### src/mexp_pkg.sv
// ----------------------------------------------------------------------------
// mexp_pkg
// Shared widths, reset values and datapath command codes for the modular
// exponentiation block.
// ----------------------------------------------------------------------------
package mexp_pkg;

    localparam int DATA_W     = 31;              // modulus, base, exponent, residue
    localparam int MUL_STEPS  = DATA_W;          // one multiplier bit per step
    localparam int STEP_CNT_W = $clog2(MUL_STEPS + 1);
    localparam int IDX_W      = 1;               // two configuration registers

    localparam logic [DATA_W-1:0] MOD_RESET  = 31'd8191;
    localparam logic [DATA_W-1:0] BASE_RESET = 31'd3;

    typedef enum logic [IDX_W-1:0] {
        REG_MODULUS = 1'b0,
        REG_BASE    = 1'b1
    } t_reg_idx;

    typedef enum logic [2:0] {
        OP_NOP      = 3'd0,
        OP_LOAD     = 3'd1,   // capture exponent, start base reduction
        OP_ZERO     = 3'd2,   // degenerate modulus, result is zero
        OP_STEP     = 3'd3,   // one shift-add-reduce step
        OP_RED_END  = 3'd4,   // keep reduced base, start first square
        OP_TO_MUL   = 3'd5,   // keep square, start multiply by base
        OP_SQR_NEXT = 3'd6,   // keep product, move to next bit, start square
        OP_FINISH   = 3'd7    // keep last product as the result
    } t_dp_op;

    typedef struct packed {
        t_dp_op op;
    } t_dp_cmd;

    typedef struct packed {
        logic exp_msb;        // exponent bit under scan
        logic mod_small;      // modulus below two
    } t_dp_sts;

endpackage

### src/mexp_dp.sv
// ----------------------------------------------------------------------------
// mexp_dp
// Datapath: interleaved shift-add modular multiplier, one multiplier bit per
// cycle, with the exponent shifter and the result register.
// ----------------------------------------------------------------------------
module mexp_dp #(
    parameter int EXP_BITS = 31
) (
    input  logic                          i_clk,
    input  logic                          i_rst_n,
    input  mexp_pkg::t_dp_cmd             i_cmd,
    input  logic [mexp_pkg::DATA_W-1:0]   i_modulus,
    input  logic [mexp_pkg::DATA_W-1:0]   i_base,
    input  logic [mexp_pkg::DATA_W-1:0]   i_exponent,
    output mexp_pkg::t_dp_sts             o_sts,
    output logic [mexp_pkg::DATA_W-1:0]   o_residue
);

    localparam int DW = mexp_pkg::DATA_W;

    logic [DW-1:0]       r_acc;    // partial product, kept below modulus
    logic [DW-1:0]       r_a;      // multiplier, scanned from the top bit
    logic [DW-1:0]       r_b;      // multiplicand, below modulus
    logic [DW-1:0]       r_bred;   // base mod modulus
    logic [DW-1:0]       r_res;
    logic [EXP_BITS-1:0] r_exp;

    logic [DW+1:0] sum;
    logic [DW+1:0] mod1;
    logic [DW+1:0] mod2;
    logic [DW+1:0] red;
    logic [DW-1:0] step_res;

    // 2*acc + bit*b stays below 3m, so one subtraction of 2m or of m reduces it
    always_comb begin
        mod1 = {2'b00, i_modulus};
        mod2 = {1'b0, i_modulus, 1'b0};
        sum  = {1'b0, r_acc, 1'b0} + (r_a[DW-1] ? {2'b00, r_b} : '0);
        if (sum >= mod2) begin
            red = sum - mod2;
        end else if (sum >= mod1) begin
            red = sum - mod1;
        end else begin
            red = sum;
        end
        step_res = red[DW-1:0];
    end

    always_ff @(posedge i_clk) begin
        unique case (i_cmd.op)
            mexp_pkg::OP_LOAD: begin
                r_exp <= EXP_BITS'(i_exponent);
                r_res <= DW'(1);
                r_acc <= '0;
                r_a   <= i_base;
                r_b   <= DW'(1);
            end
            mexp_pkg::OP_ZERO: begin
                r_res <= '0;
            end
            mexp_pkg::OP_STEP: begin
                r_acc <= step_res;
                r_a   <= {r_a[DW-2:0], 1'b0};
            end
            mexp_pkg::OP_RED_END: begin
                r_bred <= r_acc;
                r_a    <= r_res;
                r_b    <= r_res;
                r_acc  <= '0;
            end
            mexp_pkg::OP_TO_MUL: begin
                r_res <= r_acc;
                r_a   <= r_acc;
                r_b   <= r_bred;
                r_acc <= '0;
            end
            mexp_pkg::OP_SQR_NEXT: begin
                r_res <= r_acc;
                r_a   <= r_acc;
                r_b   <= r_acc;
                r_acc <= '0;
                r_exp <= r_exp << 1;
            end
            mexp_pkg::OP_FINISH: begin
                r_res <= r_acc;
            end
            default: begin
            end
        endcase
    end

    assign o_sts.exp_msb   = r_exp[EXP_BITS-1];
    assign o_sts.mod_small = (i_modulus < DW'(2));
    assign o_residue       = r_res;

    // partial product stays reduced through every step
    a_acc_reduced: assert property (@(posedge i_clk) disable iff (!i_rst_n)
        (i_cmd.op == mexp_pkg::OP_STEP) |=> (r_acc < i_modulus))
        else $error("partial product not reduced");

    // multiplicand below modulus whenever a step uses it
    a_b_reduced: assert property (@(posedge i_clk) disable iff (!i_rst_n)
        (i_cmd.op == mexp_pkg::OP_STEP) |-> (r_b < i_modulus))
        else $error("multiplicand not reduced");

endmodule

### src/mexp_ctrl.sv
// ----------------------------------------------------------------------------
// mexp_ctrl
// Controller: sequences base reduction, then a square and an optional multiply
// per exponent bit (or a zero result for a modulus below two), and flags the result word.
// ----------------------------------------------------------------------------
module mexp_ctrl #(
    parameter int EXP_BITS = 31
) (
    input  logic              i_clk,
    input  logic              i_rst_n,
    input  logic              start,
    output logic              busy,
    output logic              o_valid,
    input  mexp_pkg::t_dp_sts i_sts,
    output mexp_pkg::t_dp_cmd o_cmd
);

    localparam int BITS_W = $clog2(EXP_BITS + 1);
    localparam int CW     = mexp_pkg::STEP_CNT_W;

    typedef enum logic [4:0] {
        S_IDLE = 5'b00001,
        S_RED  = 5'b00010,
        S_SQR  = 5'b00100,
        S_MUL  = 5'b01000,
        S_DONE = 5'b10000
    } t_state;

    t_state            r_state, n_state;
    logic [CW-1:0]     r_cnt, n_cnt;
    logic [BITS_W-1:0] r_bits, n_bits;   // exponent bits left, current included
    logic              steps_done;

    assign steps_done = (r_cnt == CW'(mexp_pkg::MUL_STEPS));

    always_comb begin
        n_state   = r_state;
        n_cnt     = r_cnt;
        n_bits    = r_bits;
        o_cmd.op  = mexp_pkg::OP_NOP;
        unique case (r_state)
            S_IDLE: begin
                if (start) begin
                    n_cnt  = '0;
                    n_bits = BITS_W'(EXP_BITS);
                    if (i_sts.mod_small) begin
                        o_cmd.op = mexp_pkg::OP_ZERO;
                        n_state  = S_DONE;
                    end else begin
                        o_cmd.op = mexp_pkg::OP_LOAD;
                        n_state  = S_RED;
                    end
                end
            end
            S_RED: begin
                if (!steps_done) begin
                    o_cmd.op = mexp_pkg::OP_STEP;
                    n_cnt    = r_cnt + CW'(1);
                end else begin
                    o_cmd.op = mexp_pkg::OP_RED_END;
                    n_cnt    = '0;
                    n_state  = S_SQR;
                end
            end
            S_SQR: begin
                if (!steps_done) begin
                    o_cmd.op = mexp_pkg::OP_STEP;
                    n_cnt    = r_cnt + CW'(1);
                end else if (i_sts.exp_msb) begin
                    o_cmd.op = mexp_pkg::OP_TO_MUL;
                    n_cnt    = '0;
                    n_state  = S_MUL;
                end else if (r_bits == BITS_W'(1)) begin
                    o_cmd.op = mexp_pkg::OP_FINISH;
                    n_state  = S_DONE;
                end else begin
                    o_cmd.op = mexp_pkg::OP_SQR_NEXT;
                    n_cnt    = '0;
                    n_bits   = r_bits - BITS_W'(1);
                end
            end
            S_MUL: begin
                if (!steps_done) begin
                    o_cmd.op = mexp_pkg::OP_STEP;
                    n_cnt    = r_cnt + CW'(1);
                end else if (r_bits == BITS_W'(1)) begin
                    o_cmd.op = mexp_pkg::OP_FINISH;
                    n_state  = S_DONE;
                end else begin
                    o_cmd.op = mexp_pkg::OP_SQR_NEXT;
                    n_cnt    = '0;
                    n_bits   = r_bits - BITS_W'(1);
                    n_state  = S_SQR;
                end
            end
            S_DONE: begin
                n_state = S_IDLE;
            end
            default: begin
                n_state = S_IDLE;
            end
        endcase
    end

    always_ff @(posedge i_clk) begin
        if (!i_rst_n) begin
            r_state <= S_IDLE;
            r_cnt   <= '0;
            r_bits  <= '0;
        end else begin
            r_state <= n_state;
            r_cnt   <= n_cnt;
            r_bits  <= n_bits;
        end
    end

    assign busy    = (r_state != S_IDLE);
    assign o_valid = (r_state == S_DONE);

    a_start_busy: assert property (@(posedge i_clk) disable iff (!i_rst_n)
        (start && !busy) |=> busy)
        else $error("accepted word did not raise busy");

    a_one_strobe: assert property (@(posedge i_clk) disable iff (!i_rst_n)
        o_valid |=> !o_valid)
        else $error("result strobe longer than one cycle");

    a_cnt_range: assert property (@(posedge i_clk) disable iff (!i_rst_n)
        r_cnt <= CW'(mexp_pkg::MUL_STEPS))
        else $error("step counter overran");

    a_bits_live: assert property (@(posedge i_clk) disable iff (!i_rst_n)
        ((r_state == S_SQR) || (r_state == S_MUL)) |-> (r_bits != '0))
        else $error("bit counter empty while scanning");

endmodule

### src/modular_exponentiation.sv
// ----------------------------------------------------------------------------
// modular_exponentiation
// residue = base ^ exponent mod modulus, left-to-right square and multiply
// on a bit-serial modular multiplier.
//
//   channel  | ports                               | handshake
//   ---------+-------------------------------------+-----------------------
//   config   | i_cfg_we, i_cfg_idx, i_cfg_data     | write when i_cfg_we
//   input    | i_exponent                          | start && !busy
//   result   | o_residue                           | o_valid, one cycle
//
// Each modular product is 31 shift-add-reduce steps and one hand-over. An
// item runs a base reduction, then a square per exponent bit and a multiply
// per set bit among the low EXP_BITS exponent bits, before the result
// strobe; a modulus below two gives a zero result without any products.
// busy stays high through the strobe cycle; the multiplier loop sets the rate.
// Reset is synchronous: modulus 8191, base 3, controller idle.
// Results cannot be held off; the strobe is one cycle wide.
// ----------------------------------------------------------------------------
module modular_exponentiation #(
    parameter int EXP_BITS = 31
) (
    input  logic                                i_clk,
    input  logic                                i_rst_n,
    input  logic                                i_cfg_we,
    input  logic [mexp_pkg::IDX_W-1:0]          i_cfg_idx,
    input  logic [mexp_pkg::DATA_W-1:0]         i_cfg_data,
    input  logic                                start,
    output logic                                busy,
    input  logic [mexp_pkg::DATA_W-1:0]         i_exponent,
    output logic                                o_valid,
    output logic [mexp_pkg::DATA_W-1:0]         o_residue
);

    logic [mexp_pkg::DATA_W-1:0] r_modulus;
    logic [mexp_pkg::DATA_W-1:0] r_base;
    mexp_pkg::t_dp_cmd           cmd;
    mexp_pkg::t_dp_sts           sts;

    always_ff @(posedge i_clk) begin
        if (!i_rst_n) begin
            r_modulus <= mexp_pkg::MOD_RESET;
            r_base    <= mexp_pkg::BASE_RESET;
        end else if (i_cfg_we) begin
            unique case (mexp_pkg::t_reg_idx'(i_cfg_idx))
                mexp_pkg::REG_MODULUS: r_modulus <= i_cfg_data;
                mexp_pkg::REG_BASE:    r_base    <= i_cfg_data;
                default: begin
                end
            endcase
        end
    end

    mexp_ctrl #(
        .EXP_BITS (EXP_BITS)
    ) u_ctrl (
        .i_clk   (i_clk),
        .i_rst_n (i_rst_n),
        .start   (start),
        .busy    (busy),
        .o_valid (o_valid),
        .i_sts   (sts),
        .o_cmd   (cmd)
    );

    mexp_dp #(
        .EXP_BITS (EXP_BITS)
    ) u_dp (
        .i_clk      (i_clk),
        .i_rst_n    (i_rst_n),
        .i_cmd      (cmd),
        .i_modulus  (r_modulus),
        .i_base     (r_base),
        .i_exponent (i_exponent),
        .o_sts      (sts),
        .o_residue  (o_residue)
    );

endmodule
### config.mk
export PLATFORM = sky130hd
export DESIGN_NAME = modular_exponentiation
export DESIGN_NICKNAME = d
export VERILOG_FILES = /design/src/mexp_pkg.sv /design/src/mexp_dp.sv /design/src/mexp_ctrl.sv /design/src/modular_exponentiation.sv
export SDC_FILE = /design/constraint.sdc
export NUM_CORES = 1
export LEC_CHECK = 0
export BUFFER_PORTS_ARGS = -buffer_cell sky130_fd_sc_hd__clkbuf_2
export CORE_MARGIN = 2
export CORE_UTILIZATION = 60
export CTS_CLUSTER_DIAMETER = 80
export DETAILED_ROUTE_END_ITERATION = 6
export PLACE_DENSITY = 0.85
export SLEW_MARGIN = 20
export SYNTH_ARGS = -nofsm -noshare
export SYNTH_HDL_FRONTEND = slang
export SYNTH_HIERARCHICAL = 1
export SYNTH_SLANG_ARGS = --single-unit
export TNS_END_PERCENT = 30
### constraint.sdc
create_clock -name i_clk -period 11.4 [get_ports i_clk]
set_input_delay 2.28 -clock i_clk [delete_from_list [all_inputs] [get_ports i_clk]]
set_output_delay 2.28 -clock i_clk [all_outputs]
set_load 0.01 [all_outputs]
# Word-level counts from Yosys, hierarchy flattened
# Cells that the tools add are included.
dict set report classes {
  mux 38
  reduce_logical 15
  magnitude_cmp 3
  bitwise 1
  n_eq_ne 21
  n_addsub 5
}
# cell n
set ops {}
lappend ops {{$pmux 31 s4} 2}
lappend ops {{$pmux 31 s2} 2}
lappend ops {{$mux 5} 19}
lappend ops {{$mux 31} 3}
lappend ops {{$pmux 31 s3} 1}
lappend ops {{$sub 31x31->31} 2}
lappend ops {{$pmux 5 s4} 2}
lappend ops {{$add 32x31->33} 1}
lappend ops {{$ge 33x31->1} 1}
lappend ops {{$ge 33x32->1} 1}
lappend ops {{$lt 31x2->1 const B} 1}
lappend ops {{$mux 3} 5}
lappend ops {{$pmux 5 s3} 1}
lappend ops {{$eq 3x3->1 const B} 4}
lappend ops {{$pmux 3 s4} 1}
lappend ops {{$reduce_bool 4->1} 3}
lappend ops {{$eq 5x1->1 const B} 2}
lappend ops {{$eq 5x5->1 const B} 2}
lappend ops {{$reduce_and 5->1} 2}
lappend ops {{$eq 3x2->1 const B} 2}
lappend ops {{$ne 2x1->1 const B} 3}
lappend ops {{$reduce_and 2->1} 3}
lappend ops {{$reduce_bool 3->1} 2}
lappend ops {{$add 5x1->5 const B} 1}
lappend ops {{15 further kinds} 17}
dict set report word_totals {
  wordCells 94
  register_bits 263
  inputBits 67
  out_inout_bits 33
}

# Depth between registers and ports, before layout
# Gate-level depths: netlist of run 1.
dict set report depth {
  word_depth 8
  depth_mapped 25
  mapped_depth_nobuf 21
}

# By module
# The synthesis of run 1 kept the hierarchy.
# module area_each_um2 instances seq_area_each_um2 cells_each
set modules_own_cells {}
lappend modules_own_cells {mexp_dp 13810.7 1 5585.4 1396}
lappend modules_own_cells {modular_exponentiation 2426.1 1 1241.2 256}
lappend modules_own_cells {mexp_ctrl 1033.5 1 300.3 131}

# Worst setup path after synthesis of run 1
# OpenSTA, ideal clock, no wires.
dict set report synth_timing {
  path_kind {in2reg}
  from {input port start}
  to {register u_dp.r_exp[0], enable pin}
  t_arrival_ns 5.857
  path_slack_ns 5.081
  cell_stages 7
  required_time_ns 10.938
  path_cell_list {nand4_1 -> o221ai_1 -> clkbuf_1 -> nor2b_1 -> clkbuf_1 -> inv_1 -> o21ai_0}
}
# item line_no
set synth_lines {}
lappend synth_lines {{start: declaration} modular_exponentiation.sv:28} ;# input logic start,
lappend synth_lines {{end signal: assignment} mexp_dp.sv:52} ;# r_exp <= EXP_BITS'(i_exponent);
lappend synth_lines {{end signal: assignment} mexp_dp.sv:82} ;# r_exp <= r_exp << 1;
lappend synth_lines {{end: declaration} mexp_dp.sv:26} ;# logic [EXP_BITS-1:0] r_exp;

# Worst setup path in the final report of run 1
dict set report layout_timing {
  from {register u_dp.r_a[30]}
  to {register u_dp.r_acc[28] (data pin)}
}
dict set report layout_via {
  elab_chain_cells 6
}
# item line_no
set layout_lines {}
lappend layout_lines {{start: declaration} mexp_dp.sv:22} ;# logic [DW-1:0] r_a;
lappend layout_lines {{start signal: assignment} mexp_dp.sv:55} ;# r_a <= i_base;
lappend layout_lines {{start signal: assignment} mexp_dp.sv:63} ;# r_a <= {r_a[DW-2:0], 1'b0};
lappend layout_lines {{start signal: assignment} mexp_dp.sv:67} ;# r_a <= r_res;
lappend layout_lines {{$mux 31 (*)} mexp_dp.sv:38} ;# sum = {1'b0, r_acc, 1'b0} + (r_a[DW-1] ? {2'b00, r_b} : '0);
lappend layout_lines {{$add 32x31->33 (*)} mexp_dp.sv:38}
lappend layout_lines {{$sub 31x31->31 or $ge 33x31->1 (tied branches)} {mexp_dp.sv:42, mexp_dp.sv:41}}
lappend layout_lines {{$mux 31} mexp_dp.sv:41} ;# end else if (sum >= mod1) begin
lappend layout_lines {{$mux 31 (*)} mexp_dp.sv:39} ;# if (sum >= mod2) begin
lappend layout_lines {{$pmux 31 s2 (*)} mexp_dp.sv:50} ;# unique case (i_cmd.op)
lappend layout_lines {{end signal: assignment} mexp_dp.sv:62} ;# r_acc <= step_res;
lappend layout_lines {{end: declaration} mexp_dp.sv:21} ;# logic [DW-1:0] r_acc;
# Every way passes the cells marked *; elsewhere a longest branch is shown, timed or not.
# A chain may end at the register's enable or synchronous reset.

==> impl_metrics.env, run 1 <==
export IMPL_status="finished, final reports clean"
export IMPL_clock_sinks=263
export IMPL_async_reset_ff_share_pct=0
export IMPL_clkTransAtPathRegs_ns=0.07
export IMPL_max_cap_violations=0
export IMPL_synth_edf_count=186
export IMPL_slew_headroom_pct=30.9
export IMPL_cts_setup_buffers=0
export IMPL_hpwl_mm=33.1
export IMPL_postCtsHoldBufs=0
export IMPL_rsz0062_at_grt="false"
export IMPL_reg2reg_setup_slack_ns=4.78
export IMPL_port_buffers=99
export IMPL_netlist_instances=1783
export IMPL_hold_viol_final=0
export IMPL_synth_nets=1949
export IMPL_dieArea_mm2=0.0302
export IMPL_antenna_found_initial=0
export IMPL_leakage_uw=0.00767
export IMPL_insertion_delay_ns=0.53
export IMPL_routed_wirelength_mm=47.1
export IMPL_gp_congestion=1.02
export IMPL_finalSetupViolations=0
export IMPL_hold_start="r_base[7]"
export IMPL_dp_slack_ns=4.97
export IMPL_utilization_pct=65.7
export IMPL_cts_resized=0
export IMPL_worstMarginPinSlew_ns=1.03
export IMPL_fin_setup_tns_ns=0
export IMPL_ir_drop_mv=0.173
export IMPL_ys_warn_count=6
export IMPL_final_nets=1985
export IMPL_first_pass_iters=5
export IMPL_via_count=14500
export IMPL_ys_seq_area_share_pct=41.3
export IMPL_avgSynthCellArea_um2=9.69
export IMPL_worstPathMaxFanout=32
export IMPL_coreArea_mm2=0.0285
export IMPL_r2r_end="u_dp/r_acc[28]"
export IMPL_overflow=0
export IMPL_grt_pass1_wl_mm=73.9
export IMPL_start_kind="flop"
export IMPL_rr_worst_depth=22
export IMPL_rows=62
export IMPL_required_ns=11.68
export IMPL_fin_skew_ns=0.0122
export IMPL_drive_above_1_share_pct=12.2
export IMPL_antenna_cells=0
export IMPL_drc=0
export IMPL_final_antenna_net_count=0
export IMPL_setup_slack_ns=4.78
export IMPL_holdPathStages=2
export IMPL_final_min_clock_period_ns=6.62
export IMPL_grt_max_degree=100
export IMPL_die_w_um=174
export IMPL_synth_cell_types=89
export IMPL_finalCritPeriodShare_pct=58.1
export IMPL_syn_to_final_growth_pct=8.52
export IMPL_power_density_mw_per_mm2=289
export IMPL_htreeDepth=1
export IMPL_viasPerCell=6.52
export IMPL_numCtsBuffers=25
export IMPL_ys_ff_latch=263
export IMPL_fmax_mhz=151
export IMPL_end_kind="flop"
export IMPL_grt_usage_pct=30.3
export IMPL_die_h_um=174
export IMPL_slowest_delay_ns=0.57
export IMPL_ioPinCount=100
export IMPL_grt_pass1_vias=13500
export IMPL_first_iter_violations=1988
export IMPL_min_path_type="reg2reg"
export IMPL_start_util_pct=60.5
export IMPL_clockBufferDepth=3
export IMPL_critPathSlowestCell="inv_2"
export IMPL_synth_area_mm2=0.0173
export IMPL_synthFlopType="edfxtp_1"
export IMPL_cts_root_buf="clkbuf_16"
export IMPL_arrival_ns=6.90
export IMPL_routedWlPerCell_um=21.2
export IMPL_cts_tree="done"
export IMPL_rr_startpoint="u_dp/r_a[30]"
export IMPL_critical_path_class="reg2reg"
export IMPL_path_cells="buf_4, and2_1, ha_1, fa_1, a211oi_1, o21ai_0, a211oi_2, a211oi_1, o31ai_1, nand2_1, a21oi_1, xnor2_1, ha_1, and3_1, a221o_1, a21o_1, a31oi_2, a211o_1, nand3_2, inv_2, o31ai_1, o21ba_2"
export IMPL_whs_endpoint="r_base[7]"
export IMPL_timing_final_max_slew_violations=0
per-layer routing:
layer / up-vias / wire length [um] / global-route usage [%] / part of all wire (%)
met5: - / 0 / 0 / 0
met4: 0 / 1240 / 8.75 / 2.6
met3: 88 / 4580 / 3.97 / 9.7
met2: 804 / 21000 / 47.0 / 45
met1: 6889 / 20200 / 44.7 / 43
li1: 6695 / - / - / -
cell usage after synthesis, types with 19 or more instances:
cell	instances	area share [%]
o211ai_1	41	1.8
o21ai_0	102	3.0
nor2b_1	19	0.69
o21bai_1	21	0.91
edfxtp_1	186	32
clkbuf_1	67	1.5
a21oi_1	106	3.1
dfxtp_1	77	8.9
mux2i_1	92	5.3
nor2_1	88	1.9
nand3b_1	32	1.4
xnor2_1	45	2.3
buf_2	23	0.67
nand2_1	162	3.5
and3_1	38	1.4
o22ai_1	37	1.3
and2_1	70	2.5
a21o_1	50	2.2
mux2_2	31	2.0
nand4_1	30	1.1
ha_1	96	7.0
xor2_1	33	1.7
a211oi_1	26	1.1
nand3_1	29	0.84
inv_1	72	1.6
sequential cells by signal, summed over array words and instances (netlist names):
| name | count |
|---|---|
| r_base | 31 |
| r_modulus | 31 |
| u_dp/o_residue | 31 |
| u_dp/r_a | 31 |
| u_dp/r_acc | 31 |
| u_dp/r_b | 31 |
| u_dp/r_bred | 31 |
| u_dp/r_exp | 31 |
| u_ctrl/r_bits | 5 |
| u_ctrl/r_cnt | 5 |
| u_ctrl/r_state | 5 |
power breakdown:
| group | leakage, uW | internal [uW] | total, uW | switching [uW] |
|---|---|---|---|---|
| Clock | 0.000385 | 452 | 815 | 363 |
| Sequential | 0.00242 | 1260 | 1420 | 164 |
| Combinational | 0.00486 | 1250 | 3180 | 1930 |
critical path, delay by kind of cell (launching register included):
family	cells	cell delay, ns
AND/OR/NAND/NOR	4	1.00
buffers and inverters	2	0.80
XOR/XNOR	1	0.25
AO/OA/AOI/OAI	12	2.84
adder cells (fa/ha/maj)	3	1.04
flip-flops	1	0.40
stage by stage:
step	instance area (um2)	hold slack [ns]	instances	total power, uW
5_1_grt	18700	0.479	2221	5760
4_1_cts	18700	0.463	2221	5320
3_3_place_gp	18000	0.440	2176	4440
2_1_floorplan	17300	0.424	1783	3800
3_5_place_dp	18000	0.455	2176	4510
6_report	18700	0.461	2221	5410
cells in the final DEF, fill, tap and decap left out, types with 30 or more instances in the layout:
| cell | netlist | routed |
|---|---|---|
| mux2i_1 | 92 | 92 |
| mux2_2 | 31 | 31 |
| xor2_1 | 33 | 33 |
| dfxtp_1 | 77 | 77 |
| a21o_1 | 50 | 50 |
| o211ai_1 | 41 | 41 |
| o22ai_1 | 37 | 37 |
| and2_1 | 70 | 69 |
| nor2_1 | 88 | 87 |
| a21oi_1 | 106 | 104 |
| inv_1 | 72 | 72 |
| o21ai_0 | 102 | 101 |
| nand2_1 | 162 | 162 |
| xnor2_1 | 45 | 44 |
| nand3b_1 | 32 | 32 |
| ha_1 | 96 | 96 |
| edfxtp_1 | 186 | 186 |
| nand4_1 | 30 | 30 |
| clkbuf_2 | 0 | 98 |
| and3_1 | 38 | 38 |
layout make-up:
class                   count  area, um2
multi-input cells        1337       9430
well taps                 384        480
inverters                  75        282
flip-flops and latches    263       7130
clock buffers              38        747
fillers                  2199       9810
clock inverters             7       40.0
repair buffers            117        633
worst max path at each step:
stage | end | slack (ns) | from | cells after the start
6_report | u_dp/r_acc[28] | 4.78 | u_dp/r_a[30] | 22
5_1_grt | u_dp/r_acc[23] | 4.43 | u_dp/r_a[30] | 22
4_1_cts | u_dp/r_acc[28] | 4.91 | u_dp/r_a[30] | 22
3_5_place_dp | u_dp/r_acc[28] | 4.97 | u_dp/r_a[30] | 22
3_3_place_gp | u_dp/r_acc[28] | 5.11 | u_dp/r_a[30] | 22
2_1_floorplan | u_dp/r_exp[0] | 5.08 | start | 7
cells by family (layout without fill, tap and decap cells):
logic type / after synthesis / count (layout) / share of synthesized area (%)
muxes: 123 / 123 / 7.35
and+or+nand+nor: 534 / 534 / 16.0
xor gates and xnor gates: 78 / 78 / 3.96
AOI/OAI and AO/OA: 503 / 503 / 19.6
buffers and inverters: 183 / 237 / 4.56
DFF: 263 / 263 / 41.3
adders and majority gates: 99 / 99 / 7.30
(Power assumes the default switching activity.)
==> run 2: changes to the inputs <==
Settings changed: CORE_UTILIZATION 60 to 56, PLACE_DENSITY 0.85 to 0.83.
Clock period 11.4 ns to 5.4 ns, I/O delays scaled along.
==> impl_metrics.env, run 2 (same netlist as run 1, synthesis figures left out) <==
export IMPL_arrival_ns=5.56
export IMPL_final_nets=2041
export IMPL_numCtsBuffers=25
export IMPL_hold_start="u_ctrl/r_cnt[4]"
export IMPL_rr_worst_depth=21
export IMPL_postPlaceCellArea_mm2=0.0183
export IMPL_path_buf_inv=1
export IMPL_start_kind="flop"
export IMPL_first_iter_violations=1817
export IMPL_finalSetupViolations=0
export IMPL_required_ns=5.73
export IMPL_drive_above_1_share_pct=17.2
export IMPL_insertion_delay_ns=0.53
export IMPL_finalCritPeriodShare_pct=96.9
export IMPL_holdPathStages=2
export IMPL_power_density_mw_per_mm2=625
export IMPL_die_h_um=180
export IMPL_final_min_clock_period_ns=5.23
export IMPL_path_cells="and2_1, ha_1, fa_2, a211oi_2, o21ai_0, a21oi_1, o21bai_1, a21oi_1, xnor2_1, ha_1, a21o_1, a31oi_1, nor3_1, a211oi_1, buf_4, a21oi_1, a31oi_2, nor2b_1, o21a_1, xor2_1, a221oi_1"
export IMPL_first_pass_iters=6
export IMPL_r2r_end="u_dp/r_acc[30]"
export IMPL_dieArea_mm2=0.0323
export IMPL_overflow=0
export IMPL_reg2reg_setup_slack_ns=0.17
export IMPL_antenna_cells=0
export IMPL_via_count=14800
export IMPL_fin_skew_ns=0.0127
export IMPL_grt_pass1_vias=13800
export IMPL_status="finished, final reports clean"
export IMPL_timing_final_max_slew_violations=0
export IMPL_routed_wirelength_mm=47.8
export IMPL_worstPathMaxFanout=5
export IMPL_ir_drop_mv=0.272
export IMPL_timing_hold_ws_ns=0.460
export IMPL_utilization_pct=63.9
export IMPL_leakage_uw=0.00800
export IMPL_hpwl_mm=35.0
export IMPL_nFillCells=2335
export IMPL_slew_headroom_pct=27.7
export IMPL_path_common_cell="a21oi_1"
export IMPL_critPathSlowestCell="ha_1"
export IMPL_routedWlPerCell_um=20.9
export IMPL_crit_family="compound AO/OA/AOI/OAI gates"
export IMPL_critical_path_class="reg2reg"
export IMPL_min_path_type="reg2reg"
export IMPL_grt_max_degree=99
export IMPL_design_area_mm2=0.0195
export IMPL_layout_area_seq_mm2=0.00713
export IMPL_clkTransAtPathRegs_ns=0.07
export IMPL_max_cap_violations=0
export IMPL_fmax_mhz=191
export IMPL_rows=64
export IMPL_grt_pass1_wl_mm=74.9
export IMPL_dp_cells=2234
export IMPL_clock_sinks=263
export IMPL_postCtsHoldBufs=0
export IMPL_drc=0
export IMPL_grt_usage_pct=28.4
export IMPL_mostFrequentLayoutCells="edfxtp_1, nand2_1, a21oi_1, clkbuf_2, o21ai_0"
export IMPL_power_total_uw=12200
export IMPL_end_kind="flop"
export IMPL_viasPerCell=6.45
export IMPL_gp_congestion=0.930
export IMPL_ioPinCount=100
export IMPL_start_util_pct=56.6
export IMPL_slowest_delay_ns=0.38
export IMPL_worstMarginPinSlew_ns=1.08
export IMPL_antenna_found_initial=1
export IMPL_clockBufferDepth=3
export IMPL_coreArea_mm2=0.0305
export IMPL_syn_to_final_growth_pct=12.9
export IMPL_port_buffers=99
export IMPL_multiInputGateArea_mm2=0.00973
export IMPL_htreeDepth=1
export IMPL_cts_tree="done"
export IMPL_layout_commonest_cell="edfxtp_1"
export IMPL_final_cells=2289
export IMPL_final_antenna_net_count=0
export IMPL_cts_root_buf="clkbuf_16"
export IMPL_whs_endpoint="u_ctrl/r_cnt[4]"
export IMPL_die_w_um=180
export IMPL_hold_viol_final=0
export IMPL_rr_startpoint="u_dp/r_b[1]"
==> run 2: per-layer routing <==
layer,share of wire (%),global-route usage [%]
met4,2.5,7.77
met3,9.3,3.85
met1,42,39.8
met5,0,0
met2,46,46.3
==> run 2: worst register-to-register path, cell delays in order (launching register included) <==
cell and delay [ns]:
edfxtp_1 0.37, and2_1 0.18, ha_1 0.21, fa_2 0.36, a211oi_2 0.27, o21ai_0 0.21
a21oi_1 0.29, o21bai_1 0.13, a21oi_1 0.18, xnor2_1 0.25, ha_1 0.38, a21o_1 0.22
a31oi_1 0.27, nor3_1 0.10, a211oi_1 0.23, buf_4 0.16, a21oi_1 0.11, a31oi_2 0.29
nor2b_1 0.23, o21a_1 0.19, xor2_1 0.07, a221oi_1 0.31
==> run 2: final cells by class <==
type	instances	share of cell area [%]
timing repair buffer	173	5.62
tap	396	2.54
clock buffer	32	3.39
multi-input combinational	1337	49.9
inverter	75	1.46
sequential	263	36.5
clock inverter	13	0.552
==> run 2: power breakdown <==
group	switching, uW	internal (uW)	leakage, uW
Clock	762	925	0.000380
Sequential	343	2650	0.00242
Combinational	4300	3210	0.00520
Total	5400	6780	0.00800
==> run 2: through the flow <==
step / setup TNS [ns] / setup slack (ns)
floorplan: 0 / 0.113
global placement: 0 / 0.129
detailed placement: -1.19 / -0.0984
CTS: 0 / 0.00920
global route: -0.999 / -0.0857
finish: 0 / 0.169
==> run 2: worst max path at each step <==
| stage | slack [ns] | endpoint | startpoint | depth (start not counted) |
|---|---|---|---|---|
| global placement | 0.13 | u_dp/r_acc[23] | u_dp/r_a[30] | 22 |
| detailed placement | -0.1 | u_dp/r_acc[30] | u_dp/r_b[1] | 23 |
| CTS | 0.009 | u_dp/r_acc[17] | u_dp/r_b[1] | 22 |
| floorplan | 0.11 | u_dp/r_acc[2] | u_dp/r_a[30] | 24 |
| finish | 0.17 | u_dp/r_acc[30] | u_dp/r_b[1] | 21 |
| global route | -0.09 | u_dp/r_acc[30] | u_dp/r_a[30] | 23 |
==> run 2: what timing repair did <==
action | 4_1_cts | 5_1_grt
resized for setup | 7 | 59
pin swaps | 1 | 20
endpoints found under the setup margin | 30 | 31
buffers inserted | 5 | 5
